<file path="src/nadir_smoothstep_weight_assert.svh">
// Assertion macros shared by the weighting block.
`ifndef NADIR_SMOOTHSTEP_WEIGHT_ASSERT_SVH
`define NADIR_SMOOTHSTEP_WEIGHT_ASSERT_SVH

// Same-cycle implication, disabled during reset.
`define NSW_ASSERT_IMPLY(lbl, ck, rs, ante, cons) \
  lbl: assert property (@(posedge ck) disable iff (rs) (ante) |-> (cons)) \
    else $error("nsw assertion failed");

// Next-cycle implication, disabled during reset.
`define NSW_ASSERT_NEXT(lbl, ck, rs, ante, cons) \
  lbl: assert property (@(posedge ck) disable iff (rs) (ante) |=> (cons)) \
    else $error("nsw assertion failed");

`endif

</file>
<file path="src/nsw_pkg.sv">
`default_nettype none

package nsw_pkg;

  // Configuration port geometry
  localparam int CFG_IDX_W  = 2;
  localparam int CFG_DATA_W = 32;

  // Factor register widths
  localparam int INNER_W = 9;
  localparam int OUTER_W = 10;

  // Register indexes
  localparam logic [CFG_IDX_W-1:0] REG_ENABLE = 2'd0;
  localparam logic [CFG_IDX_W-1:0] REG_INNER  = 2'd1;
  localparam logic [CFG_IDX_W-1:0] REG_OUTER  = 2'd2;

  // Reset values
  localparam logic               ENABLE_RST = 1'b1;
  localparam logic [INNER_W-1:0] INNER_RST  = 9'd77;
  localparam logic [OUTER_W-1:0] OUTER_RST  = 10'd256;

  // Write clamp limits
  localparam logic [CFG_DATA_W-1:0] INNER_MAX = 32'd384;
  localparam logic [CFG_DATA_W-1:0] OUTER_MIN = 32'd26;
  localparam logic [CFG_DATA_W-1:0] OUTER_MAX = 32'd640;

  // Side-band outcome travelling alongside the divider data
  typedef struct packed {
    logic zero;   // weight forced to 0
    logic one;    // weight forced to 1.0
  } nsw_tag_t;

endpackage

`default_nettype wire

</file>
<file path="src/nsw_sample_if.sv">
`default_nettype none

interface nsw_sample_if #(
  parameter int DIST_BITS = 24
) ();
  logic                        valid;
  logic                        ready;
  logic signed [DIST_BITS-1:0] ground_offset;
  logic signed [DIST_BITS-1:0] depth;

  modport source (output valid, output ground_offset, output depth, input ready);
  modport sink   (input valid, input ground_offset, input depth, output ready);
endinterface

`default_nettype wire

</file>
<file path="src/nsw_result_if.sv">
`default_nettype none

interface nsw_result_if #(
  parameter int WEIGHT_FRAC_BITS = 16
) ();
  logic                      valid;
  logic                      ready;
  logic [WEIGHT_FRAC_BITS:0] weight;

  modport source (output valid, output weight, input ready);
  modport sink   (input valid, input weight, output ready);
endinterface

`default_nettype wire

</file>
<file path="src/nsw_cfg_if.sv">
`default_nettype none

interface nsw_cfg_if ();
  import nsw_pkg::*;

  logic                  valid;
  logic                  ready;
  logic [CFG_IDX_W-1:0]  index;
  logic [CFG_DATA_W-1:0] data;

  modport source (output valid, output index, output data, input ready);
  modport sink   (input valid, input index, input data, output ready);
endinterface

`default_nettype wire

</file>
<file path="src/nadir_smoothstep_weight.sv">
// Channel  | Dir | Payload                                  | Handshake
// sample   | in  | ground_offset, depth (DIST_BITS, signed) | valid / ready
// result   | out | weight (WEIGHT_FRAC_BITS+1, unsigned)     | valid / ready
// cfg      | in  | index (2), data (32)                     | valid / ready (always ready)
//
// One sample accepted per cycle while result is not stalled; the divider resolves
// one quotient bit per pipeline stage.
// Synchronous reset clears all valid bits and loads the register defaults.
// A stall on result freezes the whole pipeline; sample.ready drops in the same cycle.
`default_nettype none

module nadir_smoothstep_weight #(
  parameter int DIST_BITS        = 24,
  parameter int WEIGHT_FRAC_BITS = 16
) (
  input  wire logic clk,
  input  wire logic rst,
  nsw_sample_if.sink   sample,
  nsw_result_if.source result,
  nsw_cfg_if.sink      cfg
);
  import nsw_pkg::*;

  localparam int D  = DIST_BITS;
  localparam int F  = WEIGHT_FRAC_BITS;
  localparam int PW = D + 11;
  localparam logic [F:0]   WONE   = {1'b1, {F{1'b0}}};
  localparam logic [F+1:0] WTHREE = {2'b11, {F{1'b0}}};

  // Configuration registers
  logic               enable;
  logic [INNER_W-1:0] inner_factor;
  logic [OUTER_W-1:0] outer_factor;

  assign cfg.ready = 1'b1;

  always_ff @(posedge clk) begin
    if (rst) begin
      enable       <= ENABLE_RST;
      inner_factor <= INNER_RST;
      outer_factor <= OUTER_RST;
    end else if (cfg.valid) begin
      case (cfg.index)
        REG_ENABLE: enable <= cfg.data[0];
        REG_INNER:  inner_factor <= (cfg.data > INNER_MAX) ? INNER_MAX[INNER_W-1:0]
                                                           : cfg.data[INNER_W-1:0];
        REG_OUTER: begin
          if (cfg.data < OUTER_MIN) begin
            outer_factor <= OUTER_MIN[OUTER_W-1:0];
          end else if (cfg.data > OUTER_MAX) begin
            outer_factor <= OUTER_MAX[OUTER_W-1:0];
          end else begin
            outer_factor <= cfg.data[OUTER_W-1:0];
          end
        end
        default: ;
      endcase
    end
  end

  // Pipeline advance: output free or being taken
  logic adv;
  logic ov;
  assign adv          = !ov || result.ready;
  assign sample.ready = adv;

  // Stage 1: capture sample
  logic                v1;
  logic signed [D-1:0] off1;
  logic signed [D-1:0] dep1;

  always_ff @(posedge clk) begin
    if (rst) begin
      v1 <= 1'b0;
    end else if (adv) begin
      v1 <= sample.valid;
    end
  end

  always_ff @(posedge clk) begin
    if (adv) begin
      off1 <= sample.ground_offset;
      dep1 <= sample.depth;
    end
  end

  // Stage 2: bounds in Q.8 metres
  logic signed [10:0]   of_s;
  logic signed [10:0]   if_s;
  logic signed [PW-1:0] outer_p;
  logic signed [PW-1:0] inner_p;
  logic                 v2;
  logic                 dz2;
  logic signed [PW-1:0] outer2;
  logic signed [PW-1:0] inner2;
  logic signed [PW-1:0] off2;

  assign of_s    = signed'({1'b0, outer_factor});
  assign if_s    = signed'({2'b00, inner_factor});
  assign outer_p = PW'(of_s) * PW'(dep1);
  assign inner_p = PW'(if_s) * PW'(dep1);

  always_ff @(posedge clk) begin
    if (rst) begin
      v2 <= 1'b0;
    end else if (adv) begin
      v2 <= v1;
    end
  end

  always_ff @(posedge clk) begin
    if (adv) begin
      dz2    <= !enable || dep1[D-1] || (dep1 == '0);
      outer2 <= outer_p;
      inner2 <= inner_p;
      off2   <= {{3{off1[D-1]}}, off1, 8'b0};
    end
  end

  // Stage 3: special cases, dividend and divisor
  logic signed [PW-1:0] inner_eff;
  nsw_tag_t             tag_next;
  logic                 v3;
  logic [PW-1:0]        num3;
  logic [PW-1:0]        den3;
  nsw_tag_t             tag3;

  always_comb begin
    inner_eff     = (inner2 >= outer2) ? '0 : inner2;
    tag_next.zero = dz2 || (outer2 <= 0) || (off2 >= outer2);
    tag_next.one  = !tag_next.zero && (off2 <= inner_eff);
  end

  always_ff @(posedge clk) begin
    if (rst) begin
      v3 <= 1'b0;
    end else if (adv) begin
      v3 <= v2;
    end
  end

  always_ff @(posedge clk) begin
    if (adv) begin
      num3 <= PW'(outer2 - off2);
      den3 <= PW'(outer2 - inner_eff);
      tag3 <= tag_next;
    end
  end

  // Fraction u, one bit per stage
  logic         vd;
  logic [F-1:0] ud;
  nsw_tag_t     tagd;

  nsw_div #(
    .PW (PW),
    .F  (F)
  ) u_div (
    .clk       (clk),
    .rst       (rst),
    .adv       (adv),
    .in_valid  (v3),
    .in_num    (num3),
    .in_den    (den3),
    .in_tag    (tag3),
    .out_valid (vd),
    .out_q     (ud),
    .out_tag   (tagd)
  );

  // Square stage: s = u*u >> F
  logic [2*F-1:0] sq;
  logic           vs;
  logic [F-1:0]   s4;
  logic [F-1:0]   u4;
  nsw_tag_t       tag4;

  assign sq = (2*F)'(ud) * (2*F)'(ud);

  always_ff @(posedge clk) begin
    if (rst) begin
      vs <= 1'b0;
    end else if (adv) begin
      vs <= vd;
    end
  end

  always_ff @(posedge clk) begin
    if (adv) begin
      s4   <= sq[2*F-1:F];
      u4   <= ud;
      tag4 <= tagd;
    end
  end

  // Output stage: w = s*(3 - 2u) >> F, then special cases
  logic [F+1:0]   tri_term;
  logic [2*F+1:0] wp;
  logic [F:0]     w_next;
  logic [F:0]     weight_r;

  always_comb begin
    tri_term = WTHREE - {1'b0, u4, 1'b0};
    wp       = (2*F+2)'(s4) * (2*F+2)'(tri_term);
    if (tag4.zero) begin
      w_next = '0;
    end else if (tag4.one) begin
      w_next = WONE;
    end else begin
      w_next = wp[2*F:F];
    end
  end

  always_ff @(posedge clk) begin
    if (rst) begin
      ov <= 1'b0;
    end else if (adv) begin
      ov <= vs;
    end
  end

  always_ff @(posedge clk) begin
    if (adv) begin
      weight_r <= w_next;
    end
  end

  assign result.valid  = ov;
  assign result.weight = weight_r;

`include "nadir_smoothstep_weight_assert.svh"

  // The weight never exceeds 1.0
  `NSW_ASSERT_IMPLY(a_weight_range, clk, rst, result.valid, result.weight <= WONE)
  // Forced-zero and forced-one outcomes exclude each other
  `NSW_ASSERT_IMPLY(a_tag_excl, clk, rst, v3, !(tag3.zero && tag3.one))
  // A disabled or non-positive-depth item always ends up forced to zero
  `NSW_ASSERT_NEXT(a_dz_zero, clk, rst, adv && v2 && dz2, v3 && tag3.zero)

endmodule

`default_nettype wire

</file>
<file path="src/nsw_div.sv">
`default_nettype none

// Pipelined restoring divider: floor(num * 2^F / den) for num < den,
// one quotient bit per register stage.
module nsw_div #(
  parameter int PW = 35,
  parameter int F  = 16
) (
  input  wire logic              clk,
  input  wire logic              rst,
  input  wire logic              adv,
  input  wire logic              in_valid,
  input  wire logic [PW-1:0]     in_num,
  input  wire logic [PW-1:0]     in_den,
  input  wire nsw_pkg::nsw_tag_t in_tag,
  output logic                   out_valid,
  output logic [F-1:0]           out_q,
  output nsw_pkg::nsw_tag_t      out_tag
);
  import nsw_pkg::*;

  // Registered stages 1..F; stage 0 is the incoming item
  logic          v   [1:F];
  logic [PW-1:0] rem [1:F];
  logic [PW-1:0] den [1:F];
  logic [F-1:0]  q   [1:F];
  nsw_tag_t      tag [1:F];

  for (genvar i = 0; i < F; i++) begin : g_step
    logic          v_in;
    logic [PW-1:0] rem_in;
    logic [PW-1:0] den_in;
    logic [F-1:0]  q_in;
    nsw_tag_t      tag_in;
    logic [PW:0]   shifted;
    logic          ge;

    // Step input: the incoming item or the previous stage
    if (i == 0) begin : g_head
      assign v_in   = in_valid;
      assign rem_in = in_num;
      assign den_in = in_den;
      assign q_in   = '0;
      assign tag_in = in_tag;
    end else begin : g_link
      assign v_in   = v[i];
      assign rem_in = rem[i];
      assign den_in = den[i];
      assign q_in   = q[i];
      assign tag_in = tag[i];
    end

    // Shift, trial subtract, keep or restore
    assign shifted = {rem_in, 1'b0};
    assign ge      = shifted >= {1'b0, den_in};

    always_ff @(posedge clk) begin
      if (rst) begin
        v[i+1] <= 1'b0;
      end else if (adv) begin
        v[i+1] <= v_in;
      end
    end

    always_ff @(posedge clk) begin
      if (adv) begin
        rem[i+1] <= ge ? PW'(shifted - {1'b0, den_in}) : shifted[PW-1:0];
        den[i+1] <= den_in;
        q[i+1]   <= {q_in[F-2:0], ge};
        tag[i+1] <= tag_in;
      end
    end
  end

  assign out_valid = v[F];
  assign out_q     = q[F];
  assign out_tag   = tag[F];

`include "nadir_smoothstep_weight_assert.svh"

  // A real division enters with a proper fraction
  `NSW_ASSERT_IMPLY(a_div_entry, clk, rst, in_valid && !in_tag.zero && !in_tag.one, in_num < in_den)
  // The remainder stays below the divisor through the last step
  `NSW_ASSERT_IMPLY(a_div_exit, clk, rst, v[F] && !tag[F].zero && !tag[F].one, rem[F] < den[F])
  // A stall freezes the last stage
  `NSW_ASSERT_NEXT(a_div_hold, clk, rst, !adv, $stable(v[F]) && $stable(q[F]))

endmodule

`default_nettype wire

</file>
<file path="src/flat_wrapper.sv">
// flat-port wrapper written by rule: the top's interface ports become plain ports
module nadir_smoothstep_weight_flat import nsw_pkg::*;
#(
  parameter int DIST_BITS        = 24,
  parameter int WEIGHT_FRAC_BITS = 16
)
  (clk, rst, sample_valid, sample_ground_offset, sample_depth, sample_ready, result_valid, result_weight, result_ready, cfg_valid, cfg_index, cfg_data, cfg_ready);
  nsw_sample_if #(.DIST_BITS(DIST_BITS)) sample_i ();
  nsw_result_if #(.WEIGHT_FRAC_BITS(WEIGHT_FRAC_BITS)) result_i ();
  nsw_cfg_if cfg_i ();
  input  wire logic clk;
  input  wire logic rst;
  input wire logic [$bits(sample_i.valid)-1:0] sample_valid;
  input wire logic [$bits(sample_i.ground_offset)-1:0] sample_ground_offset;
  input wire logic [$bits(sample_i.depth)-1:0] sample_depth;
  output wire logic [$bits(sample_i.ready)-1:0] sample_ready;
  output wire logic [$bits(result_i.valid)-1:0] result_valid;
  output wire logic [$bits(result_i.weight)-1:0] result_weight;
  input wire logic [$bits(result_i.ready)-1:0] result_ready;
  input wire logic [$bits(cfg_i.valid)-1:0] cfg_valid;
  input wire logic [$bits(cfg_i.index)-1:0] cfg_index;
  input wire logic [$bits(cfg_i.data)-1:0] cfg_data;
  output wire logic [$bits(cfg_i.ready)-1:0] cfg_ready;
  assign sample_i.valid = sample_valid;
  assign sample_i.ground_offset = sample_ground_offset;
  assign sample_i.depth = sample_depth;
  assign sample_ready = sample_i.ready;
  assign result_valid = result_i.valid;
  assign result_weight = result_i.weight;
  assign result_i.ready = result_ready;
  assign cfg_i.valid = cfg_valid;
  assign cfg_i.index = cfg_index;
  assign cfg_i.data = cfg_data;
  assign cfg_ready = cfg_i.ready;
  nadir_smoothstep_weight #(.DIST_BITS(DIST_BITS), .WEIGHT_FRAC_BITS(WEIGHT_FRAC_BITS)) u_core (.clk(clk), .rst(rst), .sample(sample_i), .result(result_i), .cfg(cfg_i));
endmodule
</file>
<file path="config.mk">
export PLATFORM = sky130hd
export DESIGN_NAME = nadir_smoothstep_weight_flat
export DESIGN_NICKNAME = d
export VERILOG_FILES = /design/src/nsw_pkg.sv /design/src/nsw_sample_if.sv /design/src/nsw_result_if.sv /design/src/nsw_cfg_if.sv /design/src/nadir_smoothstep_weight.sv /design/src/nsw_div.sv /design/src/flat_wrapper.sv
export VERILOG_INCLUDE_DIRS = /design/src /design/src/src
export SDC_FILE = /design/constraint.sdc
export NUM_CORES = 2
export LEC_CHECK = 0
export ABC_AREA = 1
export BUFFER_PORTS_ARGS = -buffer_cell sky130_fd_sc_hd__buf_2
export CAP_MARGIN = 15
export CORE_ASPECT_RATIO = 0.5
export CORE_UTILIZATION = 44
export CTS_CLUSTER_DIAMETER = 100
export DETAILED_ROUTE_END_ITERATION = 16
export REMOVE_ABC_BUFFERS = 1
export SLEW_MARGIN = 15
export SYNTH_ARGS = -nofsm -noshare
export SYNTH_HDL_FRONTEND = slang
export SYNTH_SLANG_ARGS = --single-unit
</file>
<file path="constraint.sdc">
create_clock -name clk -period 36.4 [get_ports clk]
set_clock_uncertainty 0.15 [all_clocks]
set_input_delay 1.82 -clock clk [delete_from_list [all_inputs] [get_ports clk]]
set_output_delay 1.82 -clock clk [all_outputs]
set_load 0.02 [all_outputs]
</file>
---- After elaboration in Yosys (flattened, before gate mapping) ----
Memory sizes are Yosys's and may differ from the RTL's. A register that Yosys moved wholly into a read port is not among the register bits.
Index checks and enable logic that the tools add are counted.
cells by class
  add/sub/neg operators ................... 19
  reduce and logical (&&, ||, !) cells .... 15
  $mul .................................... 4
  order comparisons ....................... 23
  eq/ne operators ......................... 2
  bitwise gates (word level) .............. 16
  multiplexer cells ....................... 43
operators with widths
  kind                                                  number
  two-way mux 35 bit                                    17
  subtractor 35 bit                                     17
  greater-or-equal comparator 36 x 35 -> 1 bit          16
  greater-or-equal comparator 32 x 35 -> 1 bit          1
  greater-or-equal comparator 35 bit                    1
  <= comparator 32 x 35 -> 1 bit                        1
  <= comparator 35 x 1 -> 1 bit, second input constant  1
  multiplier 11 x 24 -> 35 bit                          1
  subtractor 35 x 32 -> 35 bit                          1
  multiplier 10 x 24 -> 34 bit                          1
  multiplier 16 x 18 -> 33 bit                          1
  > comparator 32 x 10 -> 1 bit, second input constant  1
  > comparator 32 x 9 -> 1 bit, second input constant   1
  < comparator 32 x 5 -> 1 bit, second input constant   1
  multiplier 16 x 16 -> 32 bit                          1
  logical NOT 24 bit                                    1
  two-way mux 1 bit                                     22
  two-way mux 10 bit                                    2
  subtractor 18 x 17 -> 18 bit, first input constant    1
  two-way mux 17 bit                                    1
  OR 1 bit                                              16
  two-way mux 9 bit                                     1
  AND reduction 2 bit                                   3
  logical OR 1 bit                                      5
  other kinds (6)                                       8
word-level totals
  memory bits (writable) .................. 1424
  output and inout port bits .............. 20
  word-level logic and storage cells ...... 148
  memories ................................ 5
  bits in registers ....................... 288
memory list
  memory            words  bits a word  rd ports  clocked after memory_dff  write ports  RTL line       text
  u_core.u_div.den  16     35           15        0                         16           nsw_div.sv:25  logic [PW-1:0] den [1:F];
  u_core.u_div.rem  16     35           15        0                         16           nsw_div.sv:24  logic [PW-1:0] rem [1:F];
  u_core.u_div.q    16     16           16        0                         16           nsw_div.sv:26  logic [F-1:0] q [1:F];
  u_core.u_div.tag  16     2            16        1                         16           nsw_div.sv:27  nsw_tag_t tag [1:F];
  u_core.u_div.v    16     1            16        1                         16           nsw_div.sv:23  logic v [1:F];

---- Depth between registers and ports, before layout ----
  depth in word-level cells ............... 6
  gate-level depth with buffers ........... 34
  gate-level depth less buffers ........... 31

---- Modules after synthesis ----
A second synthesis with hierarchy kept.
unflattened totals
  cells, all modules ...................... 16803
  area, all modules ....................... 131598.7 sq um
modules (own cells, without submodules)
  module                   area an instance (sq um)  sequential area each (sq um)  cells each  times used
  nsw_div                  84800.1                   37055.5                       11290       1
  nadir_smoothstep_weight  46798.6                   8458.1                        5513        1

---- Worst setup path before layout ----
No wires, ideal clock.
  kind .................................... input to register
  start point ............................. input result_ready
  end point ............................... memory u_core.u_div.v[10], data pin
  arrival time ............................ 37078 ps
  library setup time ...................... 146 ps
  setup slack ............................. -973 ps
  cell stages on the path ................. 5
  cells stage by stage .................... nor2_1 inv_1 nand2_1 clkbuf_1 nor2_1
RTL lines
  item                RTL line            text
  start: declaration  flat_wrapper.sv:19  input wire logic [$bits(result_i.ready)-1:0] result_ready;
  end: declaration    nsw_div.sv:23

==> qor.yml <==
run_status:
  outcome: "finished, final reports clean"
placement:
  post-place-ws_ns: 25.99
  io_buffers: 105
  post-place-cells: 16900
  dp_hpwl_mm: 257
  gp_congestion: 0.945
sta:
  setup_slack_ns: 27.11
  fin_crit_sh: 0.255
  hold_viol_final: 0
  worst_pin_slew_ns: 1.18
  setup_tns_ns: 0
  whs_ns: 0.247
  setup_viol: 0
  min_period_ns: 9.29
  clock.fmax_mhz: 108
  finalMaxSlewViolations: 0
  worst_slew_margin_rel: 0.204
  rsz0062_at_grt: "false"
logic_synthesis:
  synth_flop_cell: "edfxtp_1"
  syn-instance-count: 13400
  ys_types: 73
  synth_area_mm2: 0.121
  synth_top_area_frac: 0.371
  synth_edf_count: 1499
  syn_area_per_cell_um2: 9.05
  synth_commonest_cells: "inv_1, nand2_1, edfxtp_1, ha_1, a21oi_1"
  synth.most_common_cell: "inv_1"
  async_flop_share: 0
  ys_ff_latch: 1524
  yosys.area.top_type: "edfxtp_1"
  yosysSeqAreaShare: 0.375
  synth.area.top_cells: "edfxtp_1, fa_1, ha_1, inv_1, nand2_1"
  synth_warnings: 0
clock_network:
  max-clock-path-buffers: 4
  cts_tree: "done"
  clkTransAtPathRegs_ns: 0.06
  post_cts_buffers: 0
  cts_root_buf: "clkbuf_16"
  ctsHoldBuffers: 0
  cts_max_level: 4
  clock-sinks: 1524
  cts_resized: 0
  cts_buffers: 160
  clk_latency_ns: 0.83
route:
  routed.top_layer: "met5"
  drt_pre_antenna_iters: 6
  drc: 0
  met2_length_mm: 150
  wl_met1_mm: 142
  ant_nets: 0
  drt_iter0_drc: 5618
  wl_per_cell_um: 18.5
  met3RoutedLength_mm: 12.5
  vias: 88500
  avgViaCountPerCell: 5.14
  drt_wl_total_mm: 319
worst_setup_path:
  cp.arrival_ns: 9.64
  slowest_delay_ns: 0.78
  crit_slowest_cell: "buf_4"
  cpLargestDelayFamily: "buffers and inverters"
  r2r_cells: 13
  crit-reg2reg-launch: "u_core.result.valid"
  crit_path_frequent_cell: "buf_4"
  critPathBufInv: 12
  worstSetupEndpointType: "register"
  cp-start-kind: "input port"
  cp_data_required_time_ns: 36.75
  cp_max_fo: 183
  crit_chain: "buf_2, nor2_1, inv_8, buf_4, buf_4, buf_4, buf_4, buf_4, buf_12, buf_4, buf_12, buf_4, buf_16"
  r2r_slack_ns: 27.82
  crit_type: "in -> reg"
  r2r-end: "u_core.u_div.rem[0][516]"
floorplanning:
  die-area_mm2: 0.278
  start_util: 0.445
  io-pin-count: 107
  num_rows: 135
  die_y_um: 373
  coreArea_mm2: 0.272
  die_w_um: 745
final_layout:
  final-instance-count-excl-fill: 17200
  syn_to_final_growth_pct: 7.48
  fin_nets: 15400
  layout-drive-gt1-share: 0.0466
grt:
  gr-total-overflow: 0
  grt_max_degree: 184
  grt_antenna_before_repair: 6
  grt_usage: 0.229
  grt_pass1_wl_mm: 502
  grt_pass1_vias: 90800
flow_run:
  max_cap_violations: 0
min_path:
  worstHoldStart: "u_core.u_div.q[0][185]"
  whs_endpoint: "u_core.u_div.q[0][202]"
  holdPathStages: 0
  hold_path.class: "reg -> reg"
-- worst reg2reg max path: stages (launching register included) --
cell and delay, ns:
dfxtp_1 0.31, inv_1 0.05, nor2_1 0.09, inv_8 0.27, buf_4 0.70, buf_4 0.78
buf_4 0.82, buf_4 0.80, buf_4 0.81, buf_12 0.68, buf_4 0.91, buf_12 0.74
buf_4 0.76, buf_16 0.34
-- kinds of logic after synthesis --
kind of cell,after synthesis,share of synthesized area
AO/OA/AOI/OAI,2405,0.114
XOR/XNOR,629,0.0454
adder cells (fa/ha/maj),1797,0.233
buffers and inverters,2988,0.0976
flip-flops,1524,0.375
multiplexers,1,0.0000928
other,1,0.0000309
AND/OR/NAND/NOR,4062,0.135
-- layer usage --
metal | up-vias | GRT usage
li1 | 43800 | -
met1 | 42200 | 0.300
met2 | 1837 | 0.392
met3 | 621 | 0.0262
met4 | 4 | 0.0850
met5 | - | 0
-- flip-flops by register name (all words and copies together) (netlist names), 2 cells and up --
signal	flops
u_core.outer2	35
u_core.tag3	2
u_core.u_div.v	16
u_core.u_div.tag	32
u_core.u_div.rem	525
u_core.result.weight	17
u_core.u_div.q	136
u_core.u_div.den	525
u_core.dep1	24
u_core.tag4	2
u_core.u4	16
u_core.den3	35
u_core.off2	24
u_core.num3	35
u_core.inner_factor	9
u_core.s4	16
u_core.outer_factor	10
u_core.inner2	34
u_core.off1	24
-- final cells by class --
cell class	count	area, um2
inverter	2729	10300
clock inverter	86	855
fill	25900	142000
multi-input combinational	8895	64000
antenna	2	5.00
tap	3630	4540
clock buffer	186	4120
timing repair buffer	171	1090
sequential	1524	45500
-- how the worst max path moves through the flow --
stage,startpoint,to,slack (ns),cells past startpoint
after detailed placement,result_ready,u_core.u_div.den[0][555],25.99,12
after global placement,result_ready,u_core.u_div.den[0][556],26.15,12
after floorplan,result_ready,u_core.v2,-4.66,4
after CTS,result_ready,u_core.u_div.rem[0][547],26.88,12
after global routing,result_ready,u_core.u_div.den[0][540],26.48,13
final,result_ready,u_core.u_div.rem[0][516],27.11,13
-- metrics by stage --
| step | utilization | area, um2 |
|---|---|---|
| after floorplan | - | 120000 |
| after global placement | 0.460 | 125000 |
| after detailed placement | 0.460 | 125000 |
| after CTS | 0.479 | 130000 |
| after global routing | 0.479 | 130000 |
| final | 0.479 | 130000 |
-- placed cells by master, fill, tap and decap left out, drive strengths merged, types with 186 or more instances in the layout --
cell type / synthesis / layout
a21oi: 955 / 955
clkbuf: 156 / 186
edfxtp: 1499 / 1499
fa: 773 / 773
ha: 1024 / 1024
inv: 2718 / 2725
nand2: 2726 / 2726
nand3: 234 / 234
nor2: 850 / 850
o21ai: 925 / 925
xnor2: 324 / 324
xor2: 305 / 305
Power is left out: the tool's default activity adds up to more than one toggle a clock period on the data nets, which glitch-free logic cannot reach.
